File: config.mk
export PLATFORM = sky130hd
export DESIGN_NAME = fpft_ctrl
export DESIGN_NICKNAME = d
export VERILOG_FILES = /design/src/rtl/core/fpft_pkg.sv /design/src/rtl/core/fpft_ctrl.sv
export SDC_FILE = /design/constraint.sdc
export NUM_CORES = 1
export LEC_CHECK = 0
export CELL_PAD_IN_SITES_DETAIL_PLACEMENT = 1
export CELL_PAD_IN_SITES_GLOBAL_PLACEMENT = 2
export CORE_MARGIN = 8
export CORE_UTILIZATION = 39
export DETAILED_ROUTE_END_ITERATION = 16
export DONT_BUFFER_PORTS = 1
export GPL_TIMING_DRIVEN = 1
export PLACE_DENSITY_LB_ADDON = 0.3
export SLEW_MARGIN = 0
export SYNTH_ARGS = -nofsm -noshare
export SYNTH_HDL_FRONTEND = slang
export SYNTH_SLANG_ARGS = --single-unit
File: constraint.sdc
create_clock -name clk_i -period 4.3 [get_ports clk_i]
set_input_delay 0.86 -clock clk_i [delete_from_list [all_inputs] [get_ports clk_i]]
set_output_delay 0.86 -clock clk_i [all_outputs]
set_load 0.05 [all_outputs]
File: src/rtl/core/fpft_pkg.sv
`default_nettype none
// ----------------------------------------------------------------------------
// fpft_pkg
// Shared sizes, types and helpers of the FIFO page frame table.
// ----------------------------------------------------------------------------
package fpft_pkg;

  localparam int FRAMES        = 256;
  localparam int PAGES         = 32;
  localparam int PAGE_BYTES    = 1024;
  localparam int PROCESS_SLOTS = 128;

  localparam int FRAME_W = $clog2(FRAMES);
  localparam int COUNT_W = $clog2(FRAMES + 1);
  localparam int PAGE_W  = $clog2(PAGES);
  localparam int PROC_W  = $clog2(PROCESS_SLOTS);
  localparam int ADDR_W  = 16;
  localparam int MAG_W   = ADDR_W + 1;
  localparam int SHIFT_W = $clog2(PAGE_BYTES);
  localparam int ENTRY_W = PROC_W + PAGE_W + 1;

  localparam int IN_DATA_W  = 24;
  localparam int OUT_DATA_W = 32;

  localparam logic OP_ACCESS = 1'b0;
  localparam logic OP_EXIT   = 1'b1;

  // One frame table entry as stored in memory
  typedef struct packed {
    logic [PROC_W-1:0] owner;
    logic [PAGE_W-1:0] page;
    logic              dirty;
  } entry_t;

  // Commands from the controller to the datapath
  typedef struct packed {
    logic accept;
    logic scan;
    logic hit_done;
    logic fill;
    logic ev_q;
    logic ev_e;
    logic ev_w;
    logic x_init;
    logic x_q;
    logic x_e;
    logic x_d;
    logic x_end;
  } cmd_t;

  // Status from the datapath to the controller
  typedef struct packed {
    logic op_exit;
    logic hit;
    logic scan_done;
    logic full;
    logic x_done;
    logic out_busy;
  } status_t;

  // Advance a circular queue pointer
  function automatic logic [FRAME_W-1:0] ptr_inc(input logic [FRAME_W-1:0] p);
    ptr_inc = (p == FRAME_W'(FRAMES - 1)) ? '0 : p + FRAME_W'(1);
  endfunction

endpackage
`default_nettype wire

File: src/rtl/core/fpft_ctrl.sv
`default_nettype none
// ----------------------------------------------------------------------------
// fpft_ctrl
// Sequencer of the frame table: scan, fill, evict and process exit.
// ----------------------------------------------------------------------------
module fpft_ctrl
  import fpft_pkg::*;
(
  input  wire logic    clk_i,
  input  wire logic    rst_ni,
  input  wire logic    in_valid_i,
  output logic         in_ready_o,
  input  wire status_t status_i,
  output cmd_t         cmd_o
);

  typedef enum logic [11:0] {
    S_IDLE = 12'b0000_0000_0001,
    S_SCAN = 12'b0000_0000_0010,
    S_HIT  = 12'b0000_0000_0100,
    S_FILL = 12'b0000_0000_1000,
    S_EVQ  = 12'b0000_0001_0000,
    S_EVE  = 12'b0000_0010_0000,
    S_EVW  = 12'b0000_0100_0000,
    S_XIN  = 12'b0000_1000_0000,
    S_XQ   = 12'b0001_0000_0000,
    S_XE   = 12'b0010_0000_0000,
    S_XD   = 12'b0100_0000_0000,
    S_XEND = 12'b1000_0000_0000
  } state_e;

  state_e state_q, state_d;
  logic   accept;

  assign in_ready_o = (state_q == S_IDLE) && !status_i.out_busy;
  assign accept     = in_valid_i && in_ready_o;

  // Next state
  always_comb begin
    state_d = state_q;
    unique case (state_q)
      S_IDLE: begin
        if (accept) state_d = status_i.op_exit ? S_XIN : S_SCAN;
      end
      S_SCAN: begin
        if (status_i.hit) state_d = S_HIT;
        else if (status_i.scan_done) state_d = status_i.full ? S_EVQ : S_FILL;
      end
      S_HIT:  state_d = S_IDLE;
      S_FILL: state_d = S_IDLE;
      S_EVQ:  state_d = S_EVE;
      S_EVE:  state_d = S_EVW;
      S_EVW:  state_d = S_IDLE;
      S_XIN:  state_d = S_XQ;
      S_XQ: begin
        state_d = status_i.x_done ? S_XEND : S_XE;
      end
      S_XE:   state_d = S_XD;
      S_XD:   state_d = S_XQ;
      S_XEND: state_d = S_IDLE;
      default: state_d = S_IDLE;
    endcase
  end

  // Decode commands
  always_comb begin
    cmd_o          = '0;
    cmd_o.accept   = accept;
    cmd_o.scan     = (state_q == S_SCAN);
    cmd_o.hit_done = (state_q == S_HIT);
    cmd_o.fill     = (state_q == S_FILL);
    cmd_o.ev_q     = (state_q == S_EVQ);
    cmd_o.ev_e     = (state_q == S_EVE);
    cmd_o.ev_w     = (state_q == S_EVW);
    cmd_o.x_init   = (state_q == S_XIN);
    cmd_o.x_q      = (state_q == S_XQ) && !status_i.x_done;
    cmd_o.x_e      = (state_q == S_XE);
    cmd_o.x_d      = (state_q == S_XD);
    cmd_o.x_end    = (state_q == S_XEND);
  end

  always_ff @(posedge clk_i or negedge rst_ni) begin
    if (!rst_ni) begin
      state_q <= S_IDLE;
    end else begin
      state_q <= state_d;
    end
  end

endmodule
`default_nettype wire

==> flow_metrics.env <==
export IMPL_status="completed"
export IMPL_grt_usage_pct=10.0
export IMPL_p_leak_uw=0.000349
export IMPL_yosys_warnings=0
export IMPL_synth_cell_area_sq_um=719
export IMPL_netlist_cell_type_count=25
export IMPL_seqPwrFrac_pct=40.0
export IMPL_num_rows=15
export IMPL_die_h_um=59.0
export IMPL_clkTransAtPathRegs_ns=0.08
export IMPL_drcViolationCount=0
export IMPL_syn_area_per_cell_sq_um=10.6
export IMPL_clk_latency_ns=0.27
export IMPL_p_int_uw=213
export IMPL_final_common_cell="dfrtp_1"
export IMPL_htreeDepth=1
export IMPL_drive_gt1_share_pct=29.6
export IMPL_setup_viol=0
export IMPL_io_buffer_count=0
export IMPL_largest_reg_flops=12
export IMPL_grt_max_degree=13
export IMPL_slew_violations=0
export IMPL_power_switching_uw=136
export IMPL_cts_tree="built"
export IMPL_slew_headroom_pct=30.4
export IMPL_ir_drop_mv=0.213
export IMPL_start_util_pct=41.7
export IMPL_p_total_uw=349
export IMPL_core_area_sq_mm=0.00173
export IMPL_antenna_found_initial=0
export IMPL_min_period_ns=3.27
export IMPL_cts_resized=0
export IMPL_crit_start="state_q[4]$_DFFE_PN0P_"
export IMPL_start_kind="flop"
export IMPL_drt_iter0_markers=3
export IMPL_utilization_pct=47.2
export IMPL_fin_cells=96
export IMPL_maxCapViolations=0
export IMPL_wl_um=1550
export IMPL_cts_buffers=3
export IMPL_fin_skew_ns=0.00216
export IMPL_yosysTopAreaCell="dfrtp_1"
export IMPL_gp_congestion=0.661
export IMPL_detail_route_wl_per_cell_um=16.1
export IMPL_cts_sinks=12
export IMPL_synthToLayoutAreaGrowth_pct=13.2
export IMPL_synth_nets=77
export IMPL_hold_violations=0
export IMPL_reg2reg_from="state_q[4]$_DFFE_PN0P_"
export IMPL_postCtsHoldBufs=0
export IMPL_hpwl_um=1260
export IMPL_synth_top_area_share_pct=38.3
export IMPL_hold_class="in -> async"
export IMPL_fp_dieW_um=59.0
export IMPL_synth_async_sr_flop_share_pct=100
export IMPL_cp_max_fo=8
export IMPL_root_buffer="clkbuf_4"
export IMPL_ys_top_cells_by_area="dfrtp_1, nor3b_1, nor4_4"
export IMPL_grt_pass1_vias=584
export IMPL_post_route_period_util_pct=76.1
export IMPL_vias_per_cell=5.61
export IMPL_max_stage_delay_ns=0.87
export IMPL_crit_slowest_cell="nor2b_1"
export IMPL_dieArea_sq_mm=0.00348
export IMPL_reg_top3="state_q x12"
export IMPL_cp_data_required_time_ns=3.44
export IMPL_yosysSeqAreaShare_pct=41.9
export IMPL_worst_pin_slew_ns=1.04
export IMPL_p_clk_share_pct=25.9
export IMPL_rsz0062_at_grt="no"
export IMPL_combPwrFrac_pct=34.1
export IMPL_antenna_cells=0
export IMPL_syn_inst=68
export IMPL_antenna_left=0
export IMPL_endpoint_kind="output port"
export IMPL_fin_setup_tns_ns=0
export IMPL_postCtsSetupRepairBufs=0
export IMPL_synth_seq_cells=12
export IMPL_grt_pass1_wl_um=2670
export IMPL_crit_arrival_ns=2.41
export IMPL_io_pins=22
export IMPL_power_density_mw_per_mm2=429
export IMPL_dp_cells=92
export IMPL_layout_nets=81
export IMPL_vias=539
export IMPL_overflow=0
export IMPL_cp_top_family="simple AND/OR/NAND/NOR gates"
export IMPL_clk_path_buf_depth=2
export IMPL_fill_cells=205
export IMPL_final_cell_mix="dfrtp_1, nor2_1, nor3b_2"
export IMPL_path_buf_inv=0
export IMPL_crit_chain="nor4_4 > nand4_1 > nor2b_1"
export IMPL_first_pass_iters=3
export IMPL_synth_edf_count=0
export IMPL_synth_main_ff_cell="dfrtp_1"
export IMPL_worstSetupPathType="reg -> out"
export IMPL_top_register="state_q"
export IMPL_swShare_pct=38.9
export IMPL_fmax_mhz=306
synthesized netlist by cell type (2+ instances only):
cell type  instances
dfrtp_1           11
nor2_1            10
nor3b_1            8
inv_1              5
nand3_1            5
nand4_1            3
nor2b_1            3
and2_1             2
and3_2             2
nor4_4             2
nor4b_1            2
xor2_1             2
logic make-up (layout without fill, tap and decap cells):
group	Yosys count	in the layout	share of synthesized area, %
compound gates	3	3	4.52
xor+xnor	2	2	2.44
buf+inv	6	9	3.65
flops	12	12	41.9
simple gates	45	45	47.5
power by group through the flow:
stage / Sequential, uW / Clock [uW] / Combinational (uW)
after floorplan: 138 / 0 / 99.9
after global placement: 140 / 0 / 119
after detailed placement: 142 / 0 / 122
after CTS: 140 / 93.9 / 122
after global routing: 142 / 97.1 / 134
final: 140 / 90.6 / 119
worst register-to-register path: cells and delay by family, from the launching register on:
kind / cells / cell delay [ns]
simple gates: 4 / 1.89
flops: 1 / 0.48
worst paths after layout:
check	to	slack, ns	cells after the start
max in group asynchronous	state_q[0]$_DFFE_PN1P_	3.86	0
setup / recovery	cmd_o[11]	1.03	3
hold reg to reg	state_q[6]$_DFFE_PN0P_	0.62	1
setup reg to reg	state_q[7]$_DFFE_PN0P_	1.87	4
hold / removal	state_q[9]$_DFFE_PN0P_	0.27	0
min in group clk_i	state_q[6]$_DFFE_PN0P_	0.62	1
metrics by stage:
| step | cell area, sq um | hold slack [ns] | worst slack [ns] |
|---|---|---|---|
| 3_5_place_dp | 778 | 0.565 | 1.32 |
| 3_3_place_gp | 778 | 0.565 | 1.37 |
| 4_1_cts | 815 | 0.261 | 0.997 |
| 2_1_floorplan | 719 | 0.556 | 1.18 |
| 6_report | 815 | 0.271 | 1.03 |
| 5_1_grt | 815 | 0.257 | 0.848 |
per-layer routing:
metal,global-route usage [%],part of all wire [%],vias to the layer above
met5,0,0,-
met4,5.12,1.6,0
met3,2.83,7.4,4
met2,15.3,47,17
met1,12.5,44,266
li1,-,-,252
area by class of cell:
class	instances	area (sq um)	area share, %
clock buffer	4	36.3	4.45
inverter	5	18.8	2.30
multi-input combinational	50	427	52.4
sequential	12	302	37.0
tap	25	31.3	3.84
Note: power is estimated with default switching activity, not from simulation.
